## src/sv/lfs_pkg.sv

```systemverilog
// ----------------------------------------------------------------------------
// Line format sniffer package
// Shared types, widths and constants of the scan-line format detector.
// ----------------------------------------------------------------------------
package lfs_pkg;

    localparam int FIELD_W    = 12;
    localparam int ONE_BIT_W  = 25;
    localparam int FOUR_BIT_W = 27;
    localparam int REC_CNT_W  = 13;
    localparam int STREAK_W   = 2;
    localparam int CFG_IDX_W  = 1;
    localparam int CFG_DATA_W = 13;

    // Saturation point of the same-format streak.
    localparam logic [STREAK_W-1:0] STREAK_TARGET = 2'd3;

    localparam logic [REC_CNT_W-1:0] MAX_RECORDS_RST = 13'd5000;

    // One-bit length: a zero blank count stands for a full line.
    localparam logic [ONE_BIT_W-1:0] FULL_LINE     = 25'd4096;
    localparam logic [ONE_BIT_W-1:0] HALF_LINE     = 25'd2048;
    localparam logic [ONE_BIT_W-1:0] SNAP_LO       = 25'd4084;
    localparam logic [ONE_BIT_W-1:0] RAW_ONE_STEP  = 25'd12;
    localparam logic [FOUR_BIT_W-1:0] RAW_FOUR_STEP = 27'd4;
    localparam logic [FOUR_BIT_W-1:0] FOUR_FULL_LINE = 27'd4096;

    typedef enum logic [CFG_IDX_W-1:0] {
        CFG_TARGET_CAMERA = 1'b0,
        CFG_MAX_RECORDS   = 1'b1
    } t_cfg_idx;

    typedef enum logic [1:0] {
        FMT_UNKNOWN   = 2'd0,
        FMT_THREE_BIT = 2'd1,
        FMT_BINARY    = 2'd2
    } t_fmt;

    typedef struct packed {
        logic               camera;
        logic               end_of_line;
        logic               raw;
        logic [FIELD_W-1:0] run_or_pixels;
    } t_rec;

    // Event from the line accumulator toward the streak tracker.
    typedef struct packed {
        logic emit;
        logic limit_hit;
        t_fmt fmt;
    } t_line_evt;

endpackage

```

## src/sv/lfs_rec_if.sv

```systemverilog
// ----------------------------------------------------------------------------
// Scan record channel
// Valid/ready channel that carries one decoded scan record per transaction.
// ----------------------------------------------------------------------------
interface lfs_rec_if;
    logic        valid;
    logic        ready;
    logic        camera;
    logic        end_of_line;
    logic        raw;
    logic [11:0] run_or_pixels;

    modport source (output valid, output camera, output end_of_line, output raw,
                    output run_or_pixels, input ready);
    modport sink   (input valid, input camera, input end_of_line, input raw,
                    input run_or_pixels, output ready);
endinterface

```

## src/sv/lfs_res_if.sv

```systemverilog
// ----------------------------------------------------------------------------
// Line result channel
// Valid/ready channel that carries one line format verdict per transaction.
// ----------------------------------------------------------------------------
interface lfs_res_if;
    logic       valid;
    logic       ready;
    logic [1:0] line_format;
    logic       limit_hit;
    logic [1:0] agree_streak;
    logic       settled;

    modport source (output valid, output line_format, output limit_hit,
                    output agree_streak, output settled, input ready);
    modport sink   (input valid, input line_format, input limit_hit,
                    input agree_streak, input settled, output ready);
endinterface

```

## src/sv/lfs_line_acc.sv

```systemverilog
// ----------------------------------------------------------------------------
// Line accumulator
// Counts records per line, keeps the one-bit and four-bit running lengths and
// judges the line format at end of line or when the record limit is passed.
// ----------------------------------------------------------------------------
module lfs_line_acc import lfs_pkg::*; (
    input  logic                 i_clk,
    input  logic                 i_rst_n,
    input  logic                 i_step,
    input  t_rec                 i_rec,
    input  logic                 i_target_camera,
    input  logic [REC_CNT_W-1:0] i_max_records,
    output t_line_evt            o_evt
);

    logic [ONE_BIT_W-1:0]  r_one_len,  n_one_len;
    logic [FOUR_BIT_W-1:0] r_four_len, n_four_len;
    logic [REC_CNT_W-1:0]  r_rec_cnt,  n_rec_cnt;

    logic [REC_CNT_W:0]    rec_inc;
    logic                  over_limit;
    logic [ONE_BIT_W-1:0]  one_upd;
    logic [FOUR_BIT_W-1:0] four_upd;
    logic [ONE_BIT_W-1:0]  blank_cnt;
    t_fmt                  fmt;

    always_comb begin
        rec_inc    = {1'b0, r_rec_cnt} + (REC_CNT_W+1)'(1);
        over_limit = rec_inc > {1'b0, i_max_records};

        blank_cnt = (i_rec.run_or_pixels == '0) ? FULL_LINE
                                                : ONE_BIT_W'(i_rec.run_or_pixels);
        if (!i_rec.raw) begin
            one_upd  = r_one_len + blank_cnt;
            four_upd = r_four_len + FOUR_BIT_W'({i_rec.run_or_pixels, 2'b00});
        end else begin
            four_upd = r_four_len + RAW_FOUR_STEP;
            // A raw record close to a full line is taken as completing it.
            if (r_one_len >= SNAP_LO && r_one_len < FULL_LINE) begin
                one_upd = FULL_LINE;
            end else begin
                one_upd = r_one_len + RAW_ONE_STEP;
            end
        end

        if (four_upd == FOUR_FULL_LINE) begin
            fmt = FMT_THREE_BIT;
        end else if (one_upd == HALF_LINE || one_upd == FULL_LINE) begin
            fmt = FMT_BINARY;
        end else begin
            fmt = FMT_UNKNOWN;
        end

        o_evt      = '{emit: 1'b0, limit_hit: 1'b0, fmt: FMT_UNKNOWN};
        n_one_len  = r_one_len;
        n_four_len = r_four_len;
        n_rec_cnt  = rec_inc[REC_CNT_W-1:0];

        priority if (over_limit) begin
            o_evt      = '{emit: 1'b1, limit_hit: 1'b1, fmt: FMT_UNKNOWN};
            n_one_len  = '0;
            n_four_len = '0;
            n_rec_cnt  = '0;
        end else if (i_rec.camera != i_target_camera) begin
            // Records of the other camera only count toward the limit.
        end else if (i_rec.end_of_line) begin
            o_evt      = '{emit: 1'b1, limit_hit: 1'b0, fmt: fmt};
            n_one_len  = '0;
            n_four_len = '0;
            n_rec_cnt  = '0;
        end else begin
            n_one_len  = one_upd;
            n_four_len = four_upd;
        end
    end

    always_ff @(posedge i_clk) begin
        if (!i_rst_n) begin
            r_one_len  <= '0;
            r_four_len <= '0;
            r_rec_cnt  <= '0;
        end else if (i_step) begin
            r_one_len  <= n_one_len;
            r_four_len <= n_four_len;
            r_rec_cnt  <= n_rec_cnt;
        end
    end

endmodule

```

## src/sv/lfs_streak.sv

```systemverilog
// ----------------------------------------------------------------------------
// Format streak tracker
// Counts consecutive lines that report the same known format, saturating.
// ----------------------------------------------------------------------------
module lfs_streak import lfs_pkg::*; (
    input  logic                i_clk,
    input  logic                i_rst_n,
    input  logic                i_step,
    input  t_line_evt           i_evt,
    output logic [STREAK_W-1:0] o_streak,
    output logic                o_settled
);

    t_fmt                r_prev_fmt;
    logic [STREAK_W-1:0] r_streak, n_streak;

    always_comb begin
        if (i_evt.fmt == FMT_UNKNOWN || i_evt.fmt != r_prev_fmt) begin
            n_streak = '0;
        end else if (r_streak < STREAK_TARGET) begin
            n_streak = r_streak + STREAK_W'(1);
        end else begin
            n_streak = r_streak;
        end
        o_streak  = n_streak;
        o_settled = n_streak >= STREAK_TARGET;
    end

    always_ff @(posedge i_clk) begin
        if (!i_rst_n) begin
            r_prev_fmt <= FMT_UNKNOWN;
            r_streak   <= '0;
        end else if (i_step && i_evt.emit) begin
            r_prev_fmt <= i_evt.fmt;
            r_streak   <= n_streak;
        end
    end

endmodule

```

## src/sv/line_format_sniffer.sv

```systemverilog
// ----------------------------------------------------------------------------
// Line format sniffer
// Watches decoded scan records and reports the pixel format of each line.
// ----------------------------------------------------------------------------
// Usage:
// Records enter on i_rec, one per transaction. Every record counts toward the
// per-line record limit; only records of the selected camera add to the line
// lengths. A selected-camera record with end_of_line set, or any record that
// pushes the line past max_records, yields one transaction on o_res.
// A record is captured in an input register and processed together with the
// running line state once the output register is free or draining. Any verdict
// is then loaded into the output register, which drives o_res.valid.
// The sustained rate is one record per cycle while o_res is not stalled; the
// line state update is combinational logic on the registered record.
// When o_res is stalled the output register holds its verdict, and the input
// register does not advance until that verdict drains, whether or not its
// record gives a verdict. i_rec.ready drops once a record waits there.
// Reset clears the line lengths, record count and streak, sets the target
// camera to 0 and the record limit to 5000. The user must write configuration
// only while no record is in flight; the block does not enforce this.
// ----------------------------------------------------------------------------
module line_format_sniffer import lfs_pkg::*; (
    input  logic                  i_clk,
    input  logic                  i_rst_n,
    lfs_rec_if.sink               i_rec,
    lfs_res_if.source             o_res,
    input  logic                  i_cfg_we,
    input  logic [CFG_IDX_W-1:0]  i_cfg_idx,
    input  logic [CFG_DATA_W-1:0] i_cfg_data
);

    logic                 r_target_camera;
    logic [REC_CNT_W-1:0] r_max_records;

    logic                 r_in_valid;
    t_rec                 r_in;
    logic                 r_out_valid;
    t_fmt                 r_out_fmt;
    logic                 r_out_limit;
    logic [STREAK_W-1:0]  r_out_streak;
    logic                 r_out_settled;

    logic                 proc;
    logic                 in_accept;
    t_line_evt            evt;
    logic [STREAK_W-1:0]  streak;
    logic                 settled;

    // A record may advance whenever the output register is free or draining.
    assign proc        = r_in_valid && (!r_out_valid || o_res.ready);
    assign i_rec.ready = !r_in_valid || proc;
    assign in_accept   = i_rec.valid && i_rec.ready;

    always_ff @(posedge i_clk) begin
        if (!i_rst_n) begin
            r_target_camera <= 1'b0;
            r_max_records   <= MAX_RECORDS_RST;
        end else if (i_cfg_we) begin
            unique case (t_cfg_idx'(i_cfg_idx))
                CFG_TARGET_CAMERA: r_target_camera <= i_cfg_data[0];
                CFG_MAX_RECORDS:   r_max_records   <= i_cfg_data[REC_CNT_W-1:0];
                default:           r_target_camera <= r_target_camera;
            endcase
        end
    end

    always_ff @(posedge i_clk) begin
        if (!i_rst_n) begin
            r_in_valid <= 1'b0;
        end else if (in_accept) begin
            r_in_valid <= 1'b1;
        end else if (proc) begin
            r_in_valid <= 1'b0;
        end
    end

    always_ff @(posedge i_clk) begin
        if (in_accept) begin
            r_in <= '{camera: i_rec.camera, end_of_line: i_rec.end_of_line,
                      raw: i_rec.raw, run_or_pixels: i_rec.run_or_pixels};
        end
    end

    lfs_line_acc u_line_acc (
        .i_clk           (i_clk),
        .i_rst_n         (i_rst_n),
        .i_step          (proc),
        .i_rec           (r_in),
        .i_target_camera (r_target_camera),
        .i_max_records   (r_max_records),
        .o_evt           (evt)
    );

    lfs_streak u_streak (
        .i_clk     (i_clk),
        .i_rst_n   (i_rst_n),
        .i_step    (proc),
        .i_evt     (evt),
        .o_streak  (streak),
        .o_settled (settled)
    );

    always_ff @(posedge i_clk) begin
        if (!i_rst_n) begin
            r_out_valid <= 1'b0;
        end else if (proc && evt.emit) begin
            r_out_valid <= 1'b1;
        end else if (o_res.ready) begin
            r_out_valid <= 1'b0;
        end
    end

    always_ff @(posedge i_clk) begin
        if (proc && evt.emit) begin
            r_out_fmt     <= evt.fmt;
            r_out_limit   <= evt.limit_hit;
            r_out_streak  <= streak;
            r_out_settled <= settled;
        end
    end

    assign o_res.valid        = r_out_valid;
    assign o_res.line_format  = r_out_fmt;
    assign o_res.limit_hit    = r_out_limit;
    assign o_res.agree_streak = r_out_streak;
    assign o_res.settled      = r_out_settled;

endmodule

```

## src/flat_wrapper.sv

```systemverilog
// flat-port wrapper written by rule: the top's interface ports become plain ports
module line_format_sniffer_flat import lfs_pkg::*;
  (i_clk, i_rst_n, i_cfg_we, i_cfg_idx, i_cfg_data, i_rec_valid, i_rec_camera, i_rec_end_of_line, i_rec_raw, i_rec_run_or_pixels, i_rec_ready, o_res_valid, o_res_line_format, o_res_limit_hit, o_res_agree_streak, o_res_settled, o_res_ready);
  lfs_rec_if i_rec_i ();
  lfs_res_if o_res_i ();
  input  logic i_clk;
  input  logic i_rst_n;
  input  logic i_cfg_we;
  input  logic [CFG_IDX_W-1:0] i_cfg_idx;
  input  logic [CFG_DATA_W-1:0] i_cfg_data;
  input wire logic [$bits(i_rec_i.valid)-1:0] i_rec_valid;
  input wire logic [$bits(i_rec_i.camera)-1:0] i_rec_camera;
  input wire logic [$bits(i_rec_i.end_of_line)-1:0] i_rec_end_of_line;
  input wire logic [$bits(i_rec_i.raw)-1:0] i_rec_raw;
  input wire logic [$bits(i_rec_i.run_or_pixels)-1:0] i_rec_run_or_pixels;
  output wire logic [$bits(i_rec_i.ready)-1:0] i_rec_ready;
  output wire logic [$bits(o_res_i.valid)-1:0] o_res_valid;
  output wire logic [$bits(o_res_i.line_format)-1:0] o_res_line_format;
  output wire logic [$bits(o_res_i.limit_hit)-1:0] o_res_limit_hit;
  output wire logic [$bits(o_res_i.agree_streak)-1:0] o_res_agree_streak;
  output wire logic [$bits(o_res_i.settled)-1:0] o_res_settled;
  input wire logic [$bits(o_res_i.ready)-1:0] o_res_ready;
  assign i_rec_i.valid = i_rec_valid;
  assign i_rec_i.camera = i_rec_camera;
  assign i_rec_i.end_of_line = i_rec_end_of_line;
  assign i_rec_i.raw = i_rec_raw;
  assign i_rec_i.run_or_pixels = i_rec_run_or_pixels;
  assign i_rec_ready = i_rec_i.ready;
  assign o_res_valid = o_res_i.valid;
  assign o_res_line_format = o_res_i.line_format;
  assign o_res_limit_hit = o_res_i.limit_hit;
  assign o_res_agree_streak = o_res_i.agree_streak;
  assign o_res_settled = o_res_i.settled;
  assign o_res_i.ready = o_res_ready;
  line_format_sniffer u_core (.i_clk(i_clk), .i_rst_n(i_rst_n), .i_rec(i_rec_i), .o_res(o_res_i), .i_cfg_we(i_cfg_we), .i_cfg_idx(i_cfg_idx), .i_cfg_data(i_cfg_data));
endmodule
```

## config.mk

```make
export PLATFORM = sky130hd
export DESIGN_NAME = line_format_sniffer_flat
export DESIGN_NICKNAME = d
export VERILOG_FILES = /design/src/sv/lfs_pkg.sv /design/src/sv/lfs_rec_if.sv /design/src/sv/lfs_res_if.sv /design/src/sv/lfs_line_acc.sv /design/src/sv/lfs_streak.sv /design/src/sv/line_format_sniffer.sv /design/src/flat_wrapper.sv
export SDC_FILE = /design/constraint.sdc
export NUM_CORES = 1
export LEC_CHECK = 0
export BUFFER_PORTS_ARGS = -buffer_cell sky130_fd_sc_hd__buf_2
export CAP_MARGIN = 10
export CORE_MARGIN = 2
export CORE_UTILIZATION = 67
export CTS_CLUSTER_DIAMETER = 50
export CTS_CLUSTER_SIZE = 25
export DETAILED_ROUTE_END_ITERATION = 6
export GPL_TIMING_DRIVEN = 0
export HOLD_SLACK_MARGIN = 0.06
export PLACE_DENSITY = 0.87
export SLEW_MARGIN = 20
export SYNTH_ARGS = -nofsm -noshare
export SYNTH_HDL_FRONTEND = slang
export SYNTH_SLANG_ARGS = --single-unit
```

## constraint.sdc

```tcl
create_clock -name i_clk -period 8.6 [get_ports i_clk]
set_input_delay 0 -clock i_clk [delete_from_list [all_inputs] [get_ports i_clk]]
set_output_delay 0 -clock i_clk [all_outputs]
set_load 0.02 [all_outputs]
```

== Word level (Yosys, flattened, before mapping) ==
Cells that the tools add are included.

* Flip-flop bits (word level): 106
* Bits of input ports: 34
* Output and inout port bits: 8
* Logic and storage cells: 76

* Add/subtract/negate cells: 6
* Magnitude comparators: 5
* Equal/unequal tests: 6
* Multiplexer cells: 24
* Bitwise operators: 1
* Reduce and logical (&&, ||, !) cells: 17

{| class="wikitable"
|+ Operator list
! kind !! number
|-
| $mux W25 || 5
|-
| $mux W27 || 4
|-
| $mux W13 || 4
|-
| $add A27 B14 Y27 || 1
|-
| $add A27 B3 Y27 const B || 1
|-
| $eq A27 B13 Y1 const B || 1
|-
| $add A25 B13 Y25 || 1
|-
| $add A25 B4 Y25 const B || 1
|-
| $eq A25 B12 Y1 const B || 1
|-
| $eq A25 B13 Y1 const B || 1
|-
| $ge A25 B12 Y1 const B || 1
|-
| $lt A25 B13 Y1 const B || 1
|-
| $add A13 B1 Y14 const B || 1
|-
| $gt A14 B13 Y1 || 1
|-
| $logic_not A12 Y1 || 1
|-
| $mux W4 || 3
|-
| $mux W2 || 4
|-
| $reduce_and A2 Y1 || 3
|-
| $logic_and A1 B1 Y1 || 4
|-
| $logic_or A1 B1 Y1 || 4
|-
| $mux W1 || 4
|-
| $reduce_bool A2 Y1 || 2
|-
| $add A2 B1 Y2 const B || 1
|-
| $ge A2 B2 Y1 const B || 1
|-
| other kinds (7) || 8
|}

== Longest topological paths before layout ==
Gate-level depths: netlist of run 1.

* Word-level depth: 15
* Mapped depth: 18

== Hierarchy ==
A second synthesis of run 1 with hierarchy kept.

* Cell total of the unflattened synthesis: 959
* Area, all modules: 7677.4 um^2

{| class="wikitable"
|+ By module, submodules not included
! module !! instances !! cells each !! area an instance (um^2) !! seq. area each (um^2)
|-
| lfs_line_acc || 1 || 836 || 6112.1 || 1261.2
|-
| line_format_sniffer || 1 || 97 || 1346.3 || 950.9
|-
| lfs_streak || 1 || 26 || 219.0 || 80.1
|}

== Worst setup path after synthesis of run 1 ==
OpenSTA, ideal clock, no wires.

* Kind: flip-flop to flip-flop
* Start point: reg u_core.r_in[12] (netlist name)
* End point: reg u_core.u_streak.r_streak[1]
* Arrival time: 4.658 ns
* Data required time: 8.514 ns
* Setup slack: 3.855 ns
* Stages on the path, launching flop included: 18
* Buffers on the path: 4
* Clock period less this slack: 4.745 ns
* Cells stage by stage: edfxtp_1 clkbuf_1 buf_1 buf_1 clkbuf_1 or2_2 ha_1 fa_1 a21o_1 a221o_1 a41oi_4 a21oi_2 a211o_1 a2111oi_2 o2111ai_1 or2_1 o32a_4 a221oi_2

* Longest elaborated chain between the ends: 11

{| class="wikitable"
|+ Ends and longest elaborated chain
! what !! line !! text
|-
| from (decl) || line_format_sniffer.sv:36 || <nowiki>t_rec r_in;</nowiki>
|-
| from (signal assigned) || line_format_sniffer.sv:79 || <nowiki>r_in <= '{camera: i_rec.camera, end_of_line: i_rec.end_of_line,</nowiki>
|-
| $mux W25 || lfs_line_acc.sv:33 || <nowiki>if (!i_rec.raw) begin</nowiki>
|-
| $eq A25 B12 Y1 / $eq A25 B13 Y1 (equally long branches) || lfs_line_acc.sv:48 || <nowiki>end else if (one_upd == HALF_LINE || one_upd == FULL_LINE) begin</nowiki>
|-
| $logic_or A1 B1 Y1 || lfs_line_acc.sv:48 ||
|-
| $mux W2 || lfs_line_acc.sv:48 ||
|-
| $mux W2 (*) || lfs_line_acc.sv:46 || <nowiki>if (four_upd == FOUR_FULL_LINE) begin</nowiki>
|-
| $mux W4 (*) || lfs_line_acc.sv:66 || <nowiki>end else if (i_rec.end_of_line) begin</nowiki>
|-
| $mux W4 (*) || lfs_line_acc.sv:64 || <nowiki>end else if (i_rec.camera != i_target_camera) begin</nowiki>
|-
| $mux W4 (*) || lfs_line_acc.sv:59 || <nowiki>priority if (over_limit) begin</nowiki>
|-
| $ne A2 B2 Y1 / $logic_not A2 Y1 (equally long branches) || lfs_streak.sv:18 || <nowiki>if (i_evt.fmt == FMT_UNKNOWN || i_evt.fmt != r_prev_fmt) begin</nowiki>
|-
| $logic_or A1 B1 Y1 (*) || lfs_streak.sv:18 ||
|-
| $mux W2 (*) || lfs_streak.sv:18 ||
|-
| to (signal assigned) || lfs_streak.sv:35 || <nowiki>r_streak <= n_streak;</nowiki>
|-
| to (decl) || lfs_streak.sv:15 || <nowiki>logic [STREAK_W-1:0] r_streak, n_streak;</nowiki>
|}

Every way passes the cells marked *; elsewhere a longest branch is shown, timed or not.
A chain may end at the register's enable or synchronous reset.

== Worst setup path in the final report of run 1 ==
Ends and elaborated chain as after synthesis.

==> results_dict.tcl, run 1 <==
set metrics [dict create \
    grt_pass1_wl_um 37400 \
    drc 7 \
    max_slew_margin_pct 38.1 \
    root_buffer "clkbuf_8" \
    required_ns 8.93 \
    grt_use_met2_pct 64.5 \
    gp_congestion 0.972 \
    vdd_drop_max_v 0.000126 \
    syn-cell-area_sq_um 7470 \
    clock_latency_ns 0.42 \
    post_synth_num_cell_types 82 \
    drive_gt1_share_pct 8.80 \
    synth.area.top_cells "dfxtp_1 22%, edfxtp_1 8.4%, a21oi_1 7.2%" \
    synthFlopType "dfxtp_1" \
    die_area_sq_um 12000 \
    drt-total-wl_um 23800 \
    yosys_warnings 0 \
    clkTransAtPathRegs_ns 0.13 \
    min_path_type "input port to flop" \
    grt_pass1_vias 7470 \
    ctsResizeCount 0 \
    die_x_um 110 \
    crit_fanout 10 \
    routedWlPerCell_um 19.7 \
    p_leak_nw 3.21 \
    p_int_mw 0.689 \
    io_buffers 41 \
    core_area_sq_um 10800 \
    synth_edf_count 21 \
    synth_nets 1044 \
    postCtsHoldBufs 44 \
    comb_power_share_pct 15.9 \
    netlist.area_leader.share_pct 22.3 \
    crit_type "flop to flop" \
    cap_viol_max_count 0 \
    finalCriticalPeriod_ns 6.02 \
    yosysMostFrequentCell "a21oi_1" \
    ys_async_sr_fraction_pct 0 \
    worst_pin_slew_ns 0.929 \
    drtIter0Drc 1193 \
    finalClockSkew_ns 0.0263 \
    use_met1_pct 53.1 \
    finalSetupTns_ns 0 \
    seqPwrFrac_pct 51.6 \
    core.rowCount 38 \
    fin_area_sq_um 8490 \
    grt.overflow.total 0 \
    antenna_found_initial 1 \
    cts_sinks 104 \
    nets 1140 \
    ys_ff_latch 104 \
    setup_viol 0 \
    pwr-share-clk_pct 32.5 \
    num_vias 8036 \
    worst_slack_ns 2.58 \
    synth_common_cells "107 x a21oi_1, 103 x nor2_1, 96 x nand2_1" \
    crit_arrival_ns 6.35 \
    drv_slew 0 \
    clk_path_buf_depth 2 \
    drtAntennaViolNets 0 \
    place_ws_ns 2.84 \
    rsz0062_at_grt "no" \
    via_per_inst 6.64 \
    power_mw 1.00 \
    postCtsSetupRepairBufs 0 \
    groute.usage.overall_pct 40.5 \
    r2r_slack_ns 2.58 \
    cp-end-kind "flop" \
    initial_core_util_pct 68.9 \
    area_delta_synth_final_pct 13.7 \
    status "finished, violations left" \
    cts_max_level 3 \
    dr.pass1.iters 7 \
    die_h_um 110 \
    fin_crit_sh_pct 70.0 \
    max_freq_mhz 166 \
    dpl-instance-area_sq_um 7850 \
    grt_max_degree 20 \
    final_hold_viol_count 0 \
    pin_count 42 \
    synth_top_area_cell "dfxtp_1" \
    synth_seq_area_share_pct 30.7 \
    synthCells 967 \
    cts_made_buffers 9 \
    cts_tree "built" \
    p_per_area_nw_per_um2 118 \
    switching_power_mw 0.316 \
    violations "design-rule violations" \
    switching_share_pct 31.5 \
    dp_hpwl_um 16100 \
    top_usage_layer "met2" \
    globalRouteMet3Util_pct 8.48 \
    syn_area_per_cell_sq_um 7.72 \
    cp-start-kind "flop" \
]
## cell type report
class | instances | area, sq um
Clock buffer | 10 | 138
Antenna cell | 2 | 5.00
Fill cell | 812 | 2350
Inverter | 34 | 128
Buffer | 64 | 262
Multi-Input combinational cell | 765 | 4780
Timing Repair Buffer | 85 | 646
Clock inverter | 6 | 57.6
Tap cell | 140 | 175
Sequential cell | 104 | 2290
## routing by layer
layer,part of all wire [%],up-vias
met5,0,-
met3,10,95
met4,3.9,0
met2,46,491
li1,-,3747
met1,41,3703
## kinds of logic (layout without fill, tap and decap cells)
family                   Yosys count  count (layout)  synth area share (%)
adder cells (fa/ha/maj)           43              43                  7.41
AND/OR/NAND/NOR                  399             399                  26.5
buffers and inverters             98             199                  5.21
AO/OA/AOI/OAI                    281             281                  25.2
other                              0               2                     0
multiplexers                       5               5                 0.687
flip-flops                       104             104                  30.7
XOR/XNOR                          37              37                  4.34
## metrics by stage
step	hold slack, ns	std cells	util, %
after CTS	0.0617	1208	78.2
after detailed placement	0.178	1148	72.4
after global routing	0.213	1209	78.3
final	0.157	1210	78.3
after floorplan	0.0889	967	-
after global placement	0.176	1148	72.4
## state kept, by name, indices dropped and copies added, names as in the netlist, 2 cells and up
signal                        cells
u_core.o_res.agree_streak         2
u_core.o_res.line_format          2
u_core.r_in                      15
u_core.r_max_records             13
u_core.u_line_acc.r_four_len     25
u_core.u_line_acc.r_one_len      25
u_core.u_line_acc.r_rec_cnt      13
u_core.u_streak.r_prev_fmt        2
u_core.u_streak.r_streak          2
## placed cells by master (no fill, tap or decap), types with 5 or more instances in the layout
cell and n:
clkbuf_1 51, nand4_1 18, and4_1 6, buf_2 46
o2111ai_1 5, clkbuf_8 10, dfxtp_1 83, nor2b_1 14
a21boi_0 7, a31oi_1 6, inv_1 33, and3_1 10
ha_1 41, o211ai_1 12, and2_1 6, xnor2_1 24
a21oi_1 107, a211oi_1 8, xor2_1 13, a22oi_1 12
edfxtp_1 21, o22ai_1 8, nand3b_1 7, nand3_1 50
dlygate4sd3_1 44, nand2_1 96, nand2b_1 9, nor3_1 34
nor2_1 103, o21ai_0 37, o31ai_1 6, nor4_1 15
a21o_1 17, a211o_1 5, or3_1 7
## critical path: stages (launching register included)
cell	delay [ns]
edfxtp_1	0.56
clkbuf_1	0.44
buf_1	0.52
buf_1	0.50
clkbuf_1	0.35
nor2_1	0.15
fa_1	0.45
a21o_1	0.20
a221o_1	0.42
a41oi_4	0.36
a21oi_2	0.15
a211o_1	0.32
a2111oi_2	0.41
o2111ai_1	0.30
or2_1	0.32
o32a_4	0.25
a221oi_2	0.24
## power groups by stage
| stage | sequential, mW | clock, mW | combinational [mW] |
|---|---|---|---|
| floorplan | 0.526 | 0 | 0.0921 |
| global placement | 0.528 | 0 | 0.132 |
| detailed placement | 0.529 | 0 | 0.135 |
| CTS | 0.517 | 0.320 | 0.151 |
| global route | 0.520 | 0.339 | 0.171 |
| finish | 0.518 | 0.326 | 0.160 |
## final timing paths
kind,startpoint,end,cells past startpoint
max,u_core.r_in[12],u_core.u_streak.r_streak[1],16
max reg2reg,u_core.r_in[12],u_core.u_streak.r_streak[1],16
min,i_cfg_we,u_core.r_max_records[4],4
min reg2reg,u_core.u_line_acc.r_four_len[8],u_core.u_line_acc.r_four_len[8],2
Note: power is estimated with default switching activity, not from simulation.
==> run 2, diff against run 1 <==
--- a/config.mk
+++ b/config.mk
@@ -8,13 +8,13 @@
 export BUFFER_PORTS_ARGS = -buffer_cell sky130_fd_sc_hd__buf_2
 export CAP_MARGIN = 10
 export CORE_MARGIN = 2
-export CORE_UTILIZATION = 67
+export CORE_UTILIZATION = 62
 export CTS_CLUSTER_DIAMETER = 50
 export CTS_CLUSTER_SIZE = 25
 export DETAILED_ROUTE_END_ITERATION = 6
 export GPL_TIMING_DRIVEN = 0
 export HOLD_SLACK_MARGIN = 0.06
-export PLACE_DENSITY = 0.87
+export PLACE_DENSITY = 0.82
 export SLEW_MARGIN = 20
 export SYNTH_ARGS = -nofsm -noshare
 export SYNTH_HDL_FRONTEND = slang
==> constraint.sdc (replaced) <==
create_clock -name i_clk -period 6.2 [get_ports i_clk]
set_input_delay 0 -clock i_clk [delete_from_list [all_inputs] [get_ports i_clk]]
set_output_delay 0 -clock i_clk [all_outputs]
set_load 0.02 [all_outputs]
==> run 2 against run 1 <==
  * The flow now finishes without violations
  * Utilization decreased by 6.1 points
  * Global-route usage decreased by 5.2 points
  * Critical path depth increased by 1
  * Power increased by 57%
  * Maximum frequency increased by 4.2%
  * Worst hold slack got worse by 0.030 ns
  * Clock skew decreased by 0.022 ns
  * Cell count decreased by 0.17%
  * Design area increased by 0.84%
  * Count of clock-buffer cells in the layout increased by 2
  * Critical path type unchanged
==> results_dict.tcl, run 2 (same netlist as run 1, synthesis figures left out) <==
set metrics [dict create \
    status "finished, final reports clean" \
    nets 1133 \
    fillers 948 \
    drive_gt1_share_pct 8.67 \
    gp_congestion 0.953 \
    grt_pass1_vias 7425 \
    p_per_area_nw_per_um2 185 \
    drtIter0Drc 886 \
    num_vias 7982 \
    cap_viol_max_count 0 \
    antenna_found_initial 0 \
    reg_top3 "u_core.u_line_acc.r_four_len (25), u_core.u_line_acc.r_one_len (25), u_core.r_in (15)" \
    core_area_sq_um 11900 \
    drc 0 \
    worst_pin_slew_ns 0.832 \
    grt.overflow.total 0 \
    dr.pass1.iters 5 \
    min_path_type "input port to flop" \
    cts_max_level 3 \
    drtAntennaViolNets 0 \
    finalCriticalPeriod_ns 5.78 \
    final_common_cell "a21oi_1" \
    core.rowCount 40 \
    cp-start-kind "flop" \
    postCtsSetupRepairBufs 0 \
    grt_pass1_wl_um 36600 \
    final_hold_viol_count 0 \
    finalClockSkew_ns 0.00476 \
    groute.usage.overall_pct 35.2 \
    cts_tree "built" \
    fin_area_sq_um 8560 \
    dp_hpwl_um 15600 \
    pin_count 42 \
    dpl.cell_count 1155 \
    die_h_um 114 \
    drt-total-wl_um 22500 \
    cts_sinks 104 \
    die_area_sq_um 12900 \
    finalSetupTns_ns 0 \
    die_x_um 114 \
    drv_slew 0 \
    area_delta_synth_final_pct 14.6 \
    max_freq_mhz 173 \
    via_per_inst 6.61 \
    setup_viol 0 \
    required_ns 6.47 \
    cp-end-kind "flop" \
    clock_latency_ns 0.36 \
    max_slew_margin_pct 44.5 \
    initial_core_util_pct 62.9 \
    routedWlPerCell_um 18.6 \
    io_buffers 41 \
    clkTransAtPathRegs_ns 0.07 \
    clk_path_buf_depth 2 \
    most-common-layout-cells "107 x a21oi_1, 103 x nor2_1, 96 x nand2_1" \
    stdcell_count 1208 \
    crit_type "flop to flop" \
    ctsResizeCount 0 \
    crit_fanout 10 \
    p_leak_nw 3.23 \
    dpl-instance-area_sq_um 7860 \
    fin_crit_sh_pct 93.2 \
    crit_arrival_ns 6.05 \
    root_buffer "clkbuf_16" \
    grt_max_degree 18 \
    cts_made_buffers 9 \
    vdd_drop_max_v 0.000127 \
    n_antenna_cell 0 \
    rsz0062_at_grt "no" \
]
## run 2: stage by stage
step                      hold slack (ns)  power (mW)  worst slack (ns)  util (%)
final                               0.128        1.58             0.422      72.2
after global routing                0.151        1.63            0.0543      72.2
after global placement              0.176       0.914             0.634      66.2
after CTS                           0.105        1.58             0.529      72.2
after floorplan                    0.0889       0.857              1.46         -
after detailed placement            0.178       0.918             0.594      66.2
## run 2: worst paths after layout
check,to,start,depth (start not counted),slack [ns]
setup / recovery,u_core.u_streak.r_streak[1],u_core.r_in[12],17,0.42
hold / removal,u_core.r_target_camera,i_cfg_we,4,0.13
setup reg to reg,u_core.u_streak.r_streak[1],u_core.r_in[12],17,0.42
hold reg to reg,u_core.r_max_records[5],u_core.r_max_records[5],2,0.46
## run 2: metal layers
layer  vias to the layer above  part of all wire (%)  global-route usage [%]
met5                         -                     0                       0
met4                         0                   3.2                    14.5
met3                        78                   8.6                    7.23
met2                       432                    47                    57.1
met1                      3741                    41                    46.1
li1                       3731                     -                       -
## run 2: critical path: stages (launching register included)
cell and delay (ns):
edfxtp_1 0.49, clkbuf_1 0.43, buf_1 0.47, buf_1 0.42
clkbuf_1 0.37, nor2b_1 0.12, ha_1 0.29, clkbuf_1 0.23
a21oi_1 0.31, o22ai_1 0.14, o21ai_1 0.46, a21oi_2 0.17
a211o_1 0.31, a2111oi_2 0.35, o2111ai_1 0.30, or2_1 0.32
o32a_4 0.26, a221oi_2 0.24
## run 2: power by group
part           total [mW]  switching, mW  internal (mW)
clock               0.650          0.269          0.381
combinational       0.214          0.134         0.0799
sequential          0.718         0.0133          0.705
## run 2: area by class of cell
| type | instances | area, sq um | area share [%] |
|---|---|---|---|
| plain buffers | 64 | 262 | 3.06 |
| clock buffers | 12 | 258 | 3.01 |
| clock inverters | 4 | 75.1 | 0.877 |
| inverters | 34 | 128 | 1.49 |
| multi-input cells | 765 | 4780 | 55.9 |
| flip-flops and latches | 104 | 2290 | 26.8 |
| well taps | 147 | 184 | 2.15 |
| repair buffers | 78 | 576 | 6.73 |
## run 2: what timing repair did
item | CTS | global route
hold endpoints to repair | 31 | 0
endpoints found under the setup margin | 0 | 0
hold buffers | 37 | 0
==> run 3, diff against run 2 <==
--- a/config.mk
+++ b/config.mk
@@ -14,6 +14,7 @@
 export DETAILED_ROUTE_END_ITERATION = 6
 export GPL_TIMING_DRIVEN = 0
 export HOLD_SLACK_MARGIN = 0.06
+export MAX_ROUTING_LAYER = met4
 export PLACE_DENSITY = 0.82
 export SLEW_MARGIN = 20
 export SYNTH_ARGS = -nofsm -noshare
==> run 3 against run 2 <==
  * Global-route usage up 0.19 points
  * Worst hold slack better by 0.0096 ns
  * Maximum frequency down 2.7%
  * Non-clock buffer count unchanged
  * Largest power group unchanged
  * First-iteration DRC count down 2.6%
  * Critical path type unchanged
  * Count of clock-buffer cells in the layout down 1
  * Flip-flop and latch count unchanged
  * Setup slack worse by 0.16 ns
  * Register-to-register slack worse by 0.16 ns
==> results_dict.tcl, run 3 (same netlist as run 1, synthesis figures left out) <==
set metrics [dict create \
    crit_buf_inv 5 \
    cts_made_buffers 9 \
    fillers 904 \
    crit_fanout 10 \
    clock_latency_ns 0.36 \
    hold_start "i_cfg_idx" \
    grt_pass1_wl_um 35500 \
    slowest_delay_ns 0.58 \
    setup.worst_path.start "u_core.r_in[12]" \
    p_leak_nw 3.23 \
    max_slew_margin_pct 48.0 \
    cts_tree "built" \
    n_antenna_cell 0 \
    holdWs_ns 0.137 \
    io_buffers 41 \
    area_delta_synth_final_pct 14.6 \
    most-common-layout-cells "107 x a21oi_1, 103 x nor2_1, 96 x nand2_1" \
    required_ns 6.48 \
    postCtsHoldBufs 37 \
    crit_type "flop to flop" \
    die_h_um 114 \
    setup_viol 0 \
    final_hold_viol_count 0 \
    finalSetupTns_ns 0 \
    grt_max_degree 19 \
    cap_viol_max_count 0 \
    cts_max_level 3 \
    min_to "u_core.r_max_records[0]" \
    core.rowCount 40 \
    drc 0 \
    reg2reg_from "u_core.r_in[12]" \
    hold_depth 4 \
    gp_congestion 0.962 \
    drtAntennaViolNets 0 \
    cp-end-kind "flop" \
    p_per_area_nw_per_um2 183 \
    power_mw 1.57 \
    ctsResizeCount 0 \
    drt-total-wl_um 22100 \
    vdd_drop_max_v 0.000154 \
    antenna_found_initial 0 \
    dp_hpwl_um 15500 \
    cp.depth 17 \
    worst_pin_slew_ns 0.779 \
    cts_sinks 104 \
    place_ws_ns 0.503 \
    crit_family "compound AO/OA/AOI/OAI gates" \
    num_vias 7821 \
    postCtsSetupRepairBufs 0 \
    finalClockSkew_ns 0.00722 \
    min_path_type "input port to flop" \
    die_x_um 114 \
    root_buffer "clkbuf_16" \
    drive_gt1_share_pct 8.86 \
    r2r_cells 17 \
    rsz0062_at_grt "no" \
    groute.usage.overall_pct 35.4 \
    die_area_sq_um 12900 \
    cp_cell_sequence "clkbuf_1, buf_1, buf_1, clkbuf_1, nor2b_1, ha_1, buf_2, a21oi_1, o31ai_2, nor2_1, a2111oi_0, nand4_1, a2111oi_2, o2111ai_1, or2_1, o32a_4, a221oi_2" \
    clkTransAtPathRegs_ns 0.08 \
    routedWlPerCell_um 18.3 \
    fin_crit_sh_pct 95.7 \
    drv_slew 0 \
    slowest_stage "a2111oi_0" \
    via_per_inst 6.47 \
    final_common_cell "a21oi_1" \
    dr.pass1.iters 6 \
    finalCriticalPeriod_ns 5.94 \
    status "finished, final reports clean" \
    clk_path_buf_depth 2 \
    multi_input_area_sq_um 4780 \
    worst_slack_ns 0.264 \
    crit_arrival_ns 6.22 \
    reg_top3 "u_core.u_line_acc.r_four_len (25), u_core.u_line_acc.r_one_len (25), u_core.r_in (15)" \
    drtIter0Drc 863 \
    pin_count 42 \
    cp-start-kind "flop" \
    initial_core_util_pct 62.9 \
    grt.overflow.total 0 \
    core_area_sq_um 11900 \
    max_freq_mhz 168 \
    r2r_slack_ns 0.26 \
    ff_latch_area_sq_um 2290 \
    grt_pass1_vias 7087 \
    nets 1133 \
    reg2reg_to "u_core.u_streak.r_streak[1]" \
    final_util_pct 72.1 \
]
==> run 3: area by class of cell <==
cell class                 count  share of cell area, %
multi-input combinational    765                   55.9
sequential                   104                   26.8
timing repair buffer          78                   6.73
clock buffer                  11                   3.09
buffer                        64                   3.06
tap                          147                   2.15
inverter                      34                   1.49
clock inverter                 5                  0.790
==> run 3: how the worst max path moves through the flow <==
stage / end
3_5_place_dp: u_core.u_streak.r_streak[1]
2_1_floorplan: u_core.u_streak.r_streak[1]
3_3_place_gp: u_core.u_streak.r_streak[1]
6_report: u_core.u_streak.r_streak[1]
5_1_grt: u_core.u_streak.r_streak[1]
4_1_cts: u_core.u_streak.r_streak[1]
==> run 3: worst reg2reg max path, stage by stage, from the launching register on <==
cell and delay [ns]:
edfxtp_1 0.49, clkbuf_1 0.47, buf_1 0.48, buf_1 0.41, clkbuf_1 0.36, nor2b_1 0.13, ha_1 0.29, buf_2 0.19
a21oi_1 0.19, o31ai_2 0.49, nor2_1 0.09, a2111oi_0 0.58, nand4_1 0.19, a2111oi_2 0.34, o2111ai_1 0.32, or2_1 0.33
o32a_4 0.26, a221oi_2 0.23
==> run 3: power breakdown <==
part,leakage [nW],internal [mW],switching [mW]
combinational,2.19,0.0800,0.133
sequential,0.876,0.705,0.0131
clock,0.164,0.356,0.283
total,3.23,1.14,0.429
==> run 3: per-layer routing <==
layer,GRT usage [%],routed length [um]
met1,45.3,9160
met2,55.5,10200
met3,7.39,2000
met4,13.5,726
met5,-,0
==> run 3: per-stage QoR <==
step / cells / instance area [sq um]
floorplan: 967 / 7470
global placement: 1155 / 7860
detailed placement: 1155 / 7860
CTS: 1208 / 8560
global route: 1208 / 8560
finish: 1208 / 8560
